<file path="src/rtl/ecs_pkg.sv">
// ============================================================================
// ecs_pkg: shared types and constants
// Widths, operation codes and register indexes for the epidemic step core.
// ============================================================================
package ecs_pkg;

    localparam int FracBits  = 16;
    localparam int CntW      = 32 + FracBits;
    localparam int RateW     = FracBits + 1;
    localparam int BetaW     = FracBits + 4;
    localparam int CfgDataW  = CntW;
    localparam int CfgIdxW   = 3;
    localparam int DivW      = 128;
    localparam int DivCntW   = $clog2(DivW);

    localparam logic [CntW-1:0] CntMax = {CntW{1'b1}};
    localparam logic [RateW-1:0] OneQ  = RateW'(1) << FracBits;

    localparam logic OpStart = 1'b0;
    localparam logic OpDay   = 1'b1;

    localparam logic [CfgIdxW-1:0] RegPopulation  = 3'd0;
    localparam logic [CfgIdxW-1:0] RegInfRate     = 3'd1;
    localparam logic [CfgIdxW-1:0] RegRecRate     = 3'd2;
    localparam logic [CfgIdxW-1:0] RegDeathRate   = 3'd3;
    localparam logic [CfgIdxW-1:0] RegVacPerDay   = 3'd4;
    localparam logic [CfgIdxW-1:0] RegVacEff      = 3'd5;
    localparam logic [CfgIdxW-1:0] RegLockDay     = 3'd6;
    localparam logic [CfgIdxW-1:0] RegLockRed     = 3'd7;

    // Handshake between the sequencer and the shared divider.
    typedef struct packed {
        logic             start;
        logic [DivW-1:0]  num;
        logic [DivW-1:0]  den;
    } div_req_t;

    typedef struct packed {
        logic             done;
        logic [DivW-1:0]  quo;
    } div_rsp_t;

    function automatic logic [CntW-1:0] sat_add(input logic [CntW-1:0] a,
                                                input logic [CntW-1:0] b);
        logic [CntW:0] s;
        s = {1'b0, a} + {1'b0, b};
        return s[CntW] ? CntMax : s[CntW-1:0];
    endfunction

endpackage

</file>
<file path="src/rtl/ecs_mul.sv">
// ============================================================================
// ecs_mul: shared 32x32 multiplier
// One registered 32 by 32 product; wide products are built from partials.
// ============================================================================
module ecs_mul
    import ecs_pkg::*;
(
    input  logic        aclk,
    input  logic [31:0] op_a,
    input  logic [31:0] op_b,
    output logic [63:0] prod
);

    logic [63:0] prod_reg;

    always_ff @(posedge aclk) begin
        prod_reg <= 64'(op_a) * 64'(op_b);
    end

    assign prod = prod_reg;

endmodule

</file>
<file path="config.mk">
export PLATFORM = sky130hd
export DESIGN_NAME = ecs_mul
export DESIGN_NICKNAME = d
export VERILOG_FILES = /design/src/rtl/ecs_pkg.sv /design/src/rtl/ecs_mul.sv
export SDC_FILE = /design/constraint.sdc
export NUM_CORES = 2
export LEC_CHECK = 0
export CORE_MARGIN = 1.5
export CORE_UTILIZATION = 37
export DETAILED_ROUTE_END_ITERATION = 10
export DONT_BUFFER_PORTS = 1
export GPL_TIMING_DRIVEN = 0
export SETUP_SLACK_MARGIN = 0.05
export SYNTH_ARGS = -nofsm -noshare
export SYNTH_HDL_FRONTEND = slang
export SYNTH_SLANG_ARGS = --single-unit
</file>
<file path="constraint.sdc">
create_clock -name aclk -period 14.1 [get_ports aclk]
set_input_delay 0.705 -clock aclk [delete_from_list [all_inputs] [get_ports aclk]]
set_output_delay 0.705 -clock aclk [all_outputs]
set_load 0.01 [all_outputs]
</file>
==> impl_results.md <==
- Status: completed
- Synth top area cells: fa_1 (52%), and2_1 (11%), ha_1 (9.5%)
- HPWL after DPL: 110000 um
- Worst setup SP type: primary input
- GRT Total Usage: 0.275
- Worst Hold Class: in2reg
- Critical path class: in2reg
- Peak Freq: ~0.11 GHz
- Initial antenna violation count: 20
- Pre-CTS WS: approximately 5 ns
- Max incr delay on CP: a little under 0.9 ns
- Setup Buffers After CTS: 0
- Synth top area share: 0.517
- Mapped Nets: about 5.0k
- Required time worst endpoint: between 10 and 15 ns
- Synth-to-Final Area Change: 5.66%
- Total CTS buffers: 9
- Number of synthesized flops with an enable pin: 0
- Fin crit period: roughly 8.9 ns
- Clock-pin slew on the worst setup and hold paths: roughly 0.06 ns
- WL final: about 130000 um
- Asr flop ratio synth: 0
- Ys Warns: 0
- IO buf count: 0
- Max FFs per register: 64
- I/O pins: about 130
- Final setup viols: 0
- Share of cells above drive strength 1: 0.0104
- Final Wtd Congestion: 1.03
- Worst Path Buf+Inv: 7
- Sequential area share after synthesis: 0.0369
- Hold Startpoint: op_b[0]
- CTS H-tree depth: 3
- Setup ws final: 5.16 ns
- PostCTS Resize Cnt: 0
- ANT nets after route: 0
- Number of fill cells: between 9k and 10k
- Initial DRT Pass Iterations: 6
- Synth Register Bits: 64
- Largest net degree at the start of global routing: 13
- Die width: slightly above 300 um
- Via count: ~26k
- Wire per inst: between 20 and 30 um
- First-pass GRT wire length: roughly 190000 um
- Placed Cells incl. Taps: 5002
- Vias in the first global route: about 28k
- Fin. Hold Viols: 0
- Setup TNS: 0 ns
- Die area: roughly 0.096 mm2
- # rows: 112
- Root buffer cell: clkbuf_16
- CP max stage cell: clkbuf_1
- Period utilization: 0.634
- Hold depth: 1
- Crit path max-delay family: adder cells
- Maximum buffer depth of the clock tree: 2
- Worst Setup End Kind: register
- Most used cell, CP: fa_1
- Vert. Die Dim: between 300 and 400 um
- Main synth FF type: dfxtp_1
- Max_slew headroom: 0.173
- Post-route insts no fill: 5034
- Vias/cell: between 5 and 6
- Total grt overflow: 0
- Syn Std Cell Area: 0.0347 mm2
- Worst Path Arrival: 9.23 ns
- Post-Syn Instances: 3748
- # DRC: 0
- Initial drt markers: roughly 2.3k
- Avg Cell Area, Syn: roughly 9.3 um2
- Final #Nets: roughly 5.0k
- Core ar.: about 0.093 mm2
- RSZ-0062 raised after global routing: no
- Max Slew Vio Count: 0
- Clk sink count: 64
- Initial Util: 0.373
- Largest area contributor in the netlist: fa_1
- Cts hold-fix bufs: 0
- Hold Path End: prod[0]$_DFF_P_
- Measured slew at the worst slew-check pin: about 1.2 ns
- Max_cap viols: 0
- Synth unique cells: between 50 and 60
- Worst Path Max Fanout: 10
- CTS tree: done
-- cell families after synthesis --
| kind of cell | after synthesis | synth area share |
|---|---|---|
| DFF | 64 | 0.0369 |
| and+or+nand+nor | 1177 | 0.176 |
| buffers and inverters | 1085 | 0.118 |
| xor gates and xnor gates | 60 | 0.0152 |
| AOI/OAI and AO/OA | 202 | 0.0415 |
| muxes | 1 | 0.000289 |
| adders and majority gates | 1159 | 0.612 |
-- Yosys cell counts (20+ instances only) --
library cell,n
fa_1,896
inv_1,865
and2_1,602
nand2_1,480
ha_1,263
clkbuf_1,213
dfxtp_1,64
a21oi_1,63
a21o_1,40
xnor2_1,35
xor2_1,25
nand4_1,23
o21ai_0,21
nor2_1,20
-- worst max-delay path by stage --
stage	slack, ns	start	cells after the start	endpoint
after floorplan	6.64	op_a[25]	25	prod[62]$_DFF_P_
final	5.16	op_a[17]	25	prod[62]$_DFF_P_
after detailed placement	4.90	op_a[17]	25	prod[62]$_DFF_P_
after CTS	5.29	op_a[17]	25	prod[62]$_DFF_P_
after global routing	5.03	op_a[17]	25	prod[62]$_DFF_P_
after global placement	4.91	op_a[22]	25	prod[62]$_DFF_P_
-- metal layers --
metal | vias up | wire (um) | GRT usage
met4 | 10 | 10400 | 0.182
met2 | 1416 | 57200 | 0.427
met1 | 13800 | 48400 | 0.348
met3 | 396 | 12000 | 0.0531
li1 | 10900 | - | -
met5 | - | 71 | 0
-- per-stage QoR --
stage          hold WS (ns)  area (um2)   util
2_1_floorplan         0.832       34700      -
3_3_place_gp          0.836       36200  0.390
3_5_place_dp          0.836       36200  0.390
4_1_cts               0.454       36600  0.393
5_1_grt               0.460       36600  0.393
6_report              0.476       36600  0.394
-- layout make-up --
class / instances / area [um2] / share of cell area
multi-input combinational: 2599 / 29300 / 0.800
inverter: 865 / 3250 / 0.0886
tap: 1254 / 1570 / 0.0428
sequential: 64 / 1280 / 0.0350
buffer: 220 / 833 / 0.0227
clock buffer: 10 / 239 / 0.00652
clock inverter: 6 / 115 / 0.00314
antenna: 16 / 40.0 / 0.00109
-- placed cells by master, fill, tap and decap left out, drive strengths merged, types with 4 or more instances in the layout --
cell and instances:
a221o 4, ha 263, a21oi 66, fa 896
buf 7, dfxtp 64, o21a 9, diode 16
o21bai 11, xor2 25, a21o 40, xnor2 35
o31ai 5, a221oi 4, nand3 10, a31oi 12
nor3 7, nand4 23, nand2 480, clkbuf 223
nor2 20, o21ai 26, and3 14, inv 866
and2 602
Power is not shown: default switching activity piles up to over one toggle a cycle in this logic, so the estimate is an artifact.
