<file path="src/rtl/ecs_pkg.sv">
// ============================================================================
// ecs_pkg: shared types and constants
// Widths, operation codes and register indexes for the epidemic step core.
// ============================================================================
package ecs_pkg;

    localparam int FracBits  = 16;
    localparam int CntW      = 32 + FracBits;
    localparam int RateW     = FracBits + 1;
    localparam int BetaW     = FracBits + 4;
    localparam int CfgDataW  = CntW;
    localparam int CfgIdxW   = 3;
    localparam int DivW      = 128;
    localparam int DivCntW   = $clog2(DivW);

    localparam logic [CntW-1:0] CntMax = {CntW{1'b1}};
    localparam logic [RateW-1:0] OneQ  = RateW'(1) << FracBits;

    localparam logic OpStart = 1'b0;
    localparam logic OpDay   = 1'b1;

    localparam logic [CfgIdxW-1:0] RegPopulation  = 3'd0;
    localparam logic [CfgIdxW-1:0] RegInfRate     = 3'd1;
    localparam logic [CfgIdxW-1:0] RegRecRate     = 3'd2;
    localparam logic [CfgIdxW-1:0] RegDeathRate   = 3'd3;
    localparam logic [CfgIdxW-1:0] RegVacPerDay   = 3'd4;
    localparam logic [CfgIdxW-1:0] RegVacEff      = 3'd5;
    localparam logic [CfgIdxW-1:0] RegLockDay     = 3'd6;
    localparam logic [CfgIdxW-1:0] RegLockRed     = 3'd7;

    // Handshake between the sequencer and the shared divider.
    typedef struct packed {
        logic             start;
        logic [DivW-1:0]  num;
        logic [DivW-1:0]  den;
    } div_req_t;

    typedef struct packed {
        logic             done;
        logic [DivW-1:0]  quo;
    } div_rsp_t;

    function automatic logic [CntW-1:0] sat_add(input logic [CntW-1:0] a,
                                                input logic [CntW-1:0] b);
        logic [CntW:0] s;
        s = {1'b0, a} + {1'b0, b};
        return s[CntW] ? CntMax : s[CntW-1:0];
    endfunction

endpackage

</file>
<file path="src/rtl/ecs_div.sv">
// ============================================================================
// ecs_div: restoring divider
// Bit-serial 128 by 128 division, one quotient bit per cycle.
// ============================================================================
module ecs_div
    import ecs_pkg::*;
(
    input  logic     aclk,
    input  logic     aresetn,
    input  div_req_t req,
    output div_rsp_t rsp
);

    logic              busy_reg;
    logic [DivCntW-1:0] cnt_reg;
    logic [DivW-1:0]   num_reg, den_reg, quo_reg, rem_reg;
    logic              done_reg;
    logic [DivW:0]     rem_sh;
    logic [DivW:0]     diff;

    assign rem_sh = {rem_reg, num_reg[DivW-1]};
    assign diff   = rem_sh - {1'b0, den_reg};

    always_ff @(posedge aclk) begin
        if (!aresetn) begin
            busy_reg <= 1'b0;
            done_reg <= 1'b0;
            cnt_reg  <= '0;
        end else begin
            done_reg <= 1'b0;
            if (req.start) begin
                busy_reg <= 1'b1;
                cnt_reg  <= '0;
            end else if (busy_reg) begin
                cnt_reg <= cnt_reg + 1'b1;
                if (cnt_reg == DivCntW'(DivW - 1)) begin
                    busy_reg <= 1'b0;
                    done_reg <= 1'b1;
                end
            end
        end
    end

    always_ff @(posedge aclk) begin
        if (req.start) begin
            num_reg <= req.num;
            den_reg <= req.den;
            rem_reg <= '0;
            quo_reg <= '0;
        end else if (busy_reg) begin
            num_reg <= num_reg << 1;
            if (!diff[DivW]) begin
                rem_reg <= diff[DivW-1:0];
                quo_reg <= {quo_reg[DivW-2:0], 1'b1};
            end else begin
                rem_reg <= rem_sh[DivW-1:0];
                quo_reg <= {quo_reg[DivW-2:0], 1'b0};
            end
        end
    end

    assign rsp.done = done_reg;
    assign rsp.quo  = quo_reg;

    a_no_restart: assert property (@(posedge aclk) disable iff (!aresetn)
        !(req.start && busy_reg))
        else $error("divider started while busy");
    a_done_pulse: assert property (@(posedge aclk) disable iff (!aresetn)
        done_reg |=> !done_reg)
        else $error("done held for more than one cycle");
    a_done_idle: assert property (@(posedge aclk) disable iff (!aresetn)
        done_reg |-> !busy_reg)
        else $error("done raised while still busy");

endmodule

</file>
<file path="config.mk">
export PLATFORM = sky130hd
export DESIGN_NAME = ecs_div
export DESIGN_NICKNAME = d
export VERILOG_FILES = /design/src/rtl/ecs_pkg.sv /design/src/rtl/ecs_div.sv
export SDC_FILE = /design/constraint.sdc
export NUM_CORES = 1
export LEC_CHECK = 0
export ABC_AREA = 1
export BUFFER_PORTS_ARGS = -buffer_cell sky130_fd_sc_hd__buf_2
export CAP_MARGIN = 5
export CELL_PAD_IN_SITES_DETAIL_PLACEMENT = 1
export CELL_PAD_IN_SITES_GLOBAL_PLACEMENT = 2
export CORE_ASPECT_RATIO = 0.7
export CORE_UTILIZATION = 35
export CTS_CLUSTER_DIAMETER = 30
export DETAILED_ROUTE_END_ITERATION = 10
export GPL_TIMING_DRIVEN = 0
export PLACE_DENSITY = 0.95
export SETUP_SLACK_MARGIN = 0.15
export SYNTH_ARGS = -nofsm -noshare
export SYNTH_HDL_FRONTEND = slang
export SYNTH_SLANG_ARGS = --single-unit
export TNS_END_PERCENT = 10
</file>
<file path="constraint.sdc">
create_clock -name aclk -period 13.35 [get_ports aclk]
set_clock_uncertainty 0.05 [all_clocks]
set_input_delay 2.0025 -clock aclk [delete_from_list [all_inputs] [get_ports aclk]]
set_output_delay 2.0025 -clock aclk [all_outputs]
set_load 0.01 [all_outputs]
</file>
==> out/results.txt <==
WL met1: 70.1 mm
Commonest non-fill, non-tap cell in the layout: nand2_1
DRC Markers: 0
Worst Path Arrival: 4.78 ns
Max Transition Viols Final: 0
Clk Latency, worst-skew pair: 0.77 ns
Final Hold Viols: 0
Length of routed met2 wiring: 58.0 mm
Share of cells above drive strength 1: 10.7%
TritonCTS buffer count: 107
FF/Latch Area: 0.0130 mm^2
Initial Utilization: 35.4%
Placement Cell Area: 0.0376 mm^2
Vias: 35150
Routed vias/inst: 4.82
FMAX: 0.224 GHz
Die W: 375 um
Largest net degree at the start of global routing: 70
Initial antenna violation count: 27
Gpl congestion: 1.03
Leak: 23.0 nW
Core Area: 0.0962 mm^2
Worst Max-Slew Pin Slew: 1.18 ns
Clock Sink Count: 521
Routed wire length: 144 mm
Cells after Synth: 5421
Register area share after synthesis: 38.2%
CTS tree: built
Final instance area: 0.0415 mm^2
Tightest Hold Check Type: reg2reg
Setup TNS: 0 ns
Clock Tree Root: clkbuf_16
Row count: 95
GRT overflow: 0
Post_cts resized: 0
I/O pin count: 388
Asr flop ratio synth: 0%
Vias in the first global route: 35283
Final setup fails: 0
Setup bufs post-CTS: 0
Yosys reg bits: 521
Maximum clock insertion buffer count: 3
Die area: 0.0985 mm^2
Final Cycle Share: 33.5%
Worst R2R Setup Slack: 9.09 ns
CP required: 13.67 ns
Nets@finish: 6309
Synthesized Nets: 5810
Syn avg cell area: 6.28 um^2
Power Dens Cells: 120 mW/mm^2
Most frequent cells in the layout: nand2_1, inv_1, buf_2
Post-CTS Hold Buffers: 0
Filler cell count: 12730
WL per Instance: 19.7 um
Global Route Usage Sum: 28.8%
Post-synth EDFFs: 256
DR top layer: met5
Die H: 263 um
RSZ-0062 raised after global routing: false
Max-capacitance violation count: 0
Library cells used by synthesis: 38
Metal3 WL: 12.5 mm
IR Drop Worst-Case VDD: 0.000114 V
YS warnings: 0
Area growth syn-to-layout: 22.0%
CTS H-Tree Depth: 3
Mapped Area: 0.0340 mm^2
Main synth FF type: dfxtp_1
Global-route wire length before repair: 214 mm
Crit end category: register
Run status: finished, final reports clean
Time the worst path needs with I/O delays and setup: 4.47 ns
Worst Setup Start Kind: primary input
Crit Path Class: in2reg
Post-route ant nets: 0
Critical Path Fanout Max: 69
DPL Wire Length: 117 mm
Port-buffer cells: 387
DRT iter0 DRCs: 2461
TritonRoute pass-1 iters: 5
Area of the multi-input gates: 0.0160 mm^2
Clock slew at reported path FFs: 0.06 ns
Max_slew headroom: 21.3%
==> cell families after synthesis <==
logic type | Yosys count | synth area share, %
flip-flops | 521 | 38.2
AO/OA/AOI/OAI | 278 | 4.60
adder cells (fa/ha/maj) | 130 | 4.80
XOR/XNOR | 64 | 1.65
buffers and inverters | 1315 | 14.9
AND/OR/NAND/NOR | 3113 | 35.9
==> critical path, cell delays in order <==
cell      delay [ns]
buf_6           0.45
clkbuf_1        0.38
nor2_1          0.16
inv_1           0.12
clkbuf_1        0.49
clkbuf_4        0.31
buf_16          0.29
buf_16          0.34
==> routing by layer <==
metal,vias to the layer above,GRT usage (%)
li1,17250,-
met1,16711,41.4
met2,974,42.0
met3,187,8.66
met4,28,6.46
met5,-,0
==> synth_stat cells (2+ instances only) <==
cell / count / share of area, %
nand3b_1: 4 / 0.088
nand3_1: 197 / 2.9
o21bai_1: 3 / 0.066
ha_1: 129 / 4.7
xor2_1: 59 / 1.5
xnor2_1: 5 / 0.13
nand2_1: 2521 / 28
o22ai_1: 126 / 2.3
buf_1: 2 / 0.022
a31oi_1: 2 / 0.037
buf_2: 5 / 0.074
nor3_1: 28 / 0.41
nor2_1: 293 / 3.2
inv_1: 1194 / 13
edfxtp_1: 256 / 23
o21ai_0: 30 / 0.44
inv_2: 9 / 0.099
buf_6: 10 / 0.33
and2_1: 7 / 0.13
a21oi_1: 108 / 1.6
nor4_1: 5 / 0.092
dfxtp_1: 265 / 16
nand2_2: 7 / 0.13
nand2_4: 5 / 0.17
o21ai_1: 7 / 0.10
nand4_1: 26 / 0.48
nor2_2: 15 / 0.28
clkbuf_1: 83 / 0.92
buf_4: 11 / 0.24
==> per-stage QoR <==
step	utilization, %	worst slack, ns	instances	hold WS, ns	total power (W)
final	43.2	8.88	7286	0.393	0.00498
after global routing	43.1	8.74	7282	0.412	0.00515
after CTS	43.1	8.91	7276	0.384	0.00503
after detailed placement	39.1	8.19	7072	0.399	0.00219
after global placement	39.0	1.97	7069	0.384	0.00218
after floorplan	-	6.49	5421	0.373	0.00203
==> where the power goes <==
| part | total (W) | internal, W | switching (W) |
|---|---|---|---|
| Clock | 0.00282 | 0.00181 | 0.00100 |
| Combinational | 0.000377 | 0.000113 | 0.000264 |
| Sequential | 0.00179 | 0.00177 | 0.0000225 |
| Total | 0.00498 | 0.00369 | 0.00129 |
==> final timing paths <==
path	start	endpoint	cells past startpoint
setup / recovery	req[256]	num_reg[56]	8
hold / removal	quo_reg[123]	quo_reg[124]	2
setup reg to reg	den_reg[68]	rem_reg[94]	17
hold reg to reg	quo_reg[123]	quo_reg[124]	2
==> layout make-up <==
type | instances | area share [%]
antenna | 10 | 0.0603
buffer | 112 | 1.35
clock buffer | 121 | 6.63
clock inverter | 83 | 2.62
inverter | 1203 | 10.9
multi-input combinational | 3585 | 38.5
sequential | 521 | 31.3
tap | 1261 | 3.80
timing repair buffer | 390 | 4.88
Power figures use the tool's default switching activity.
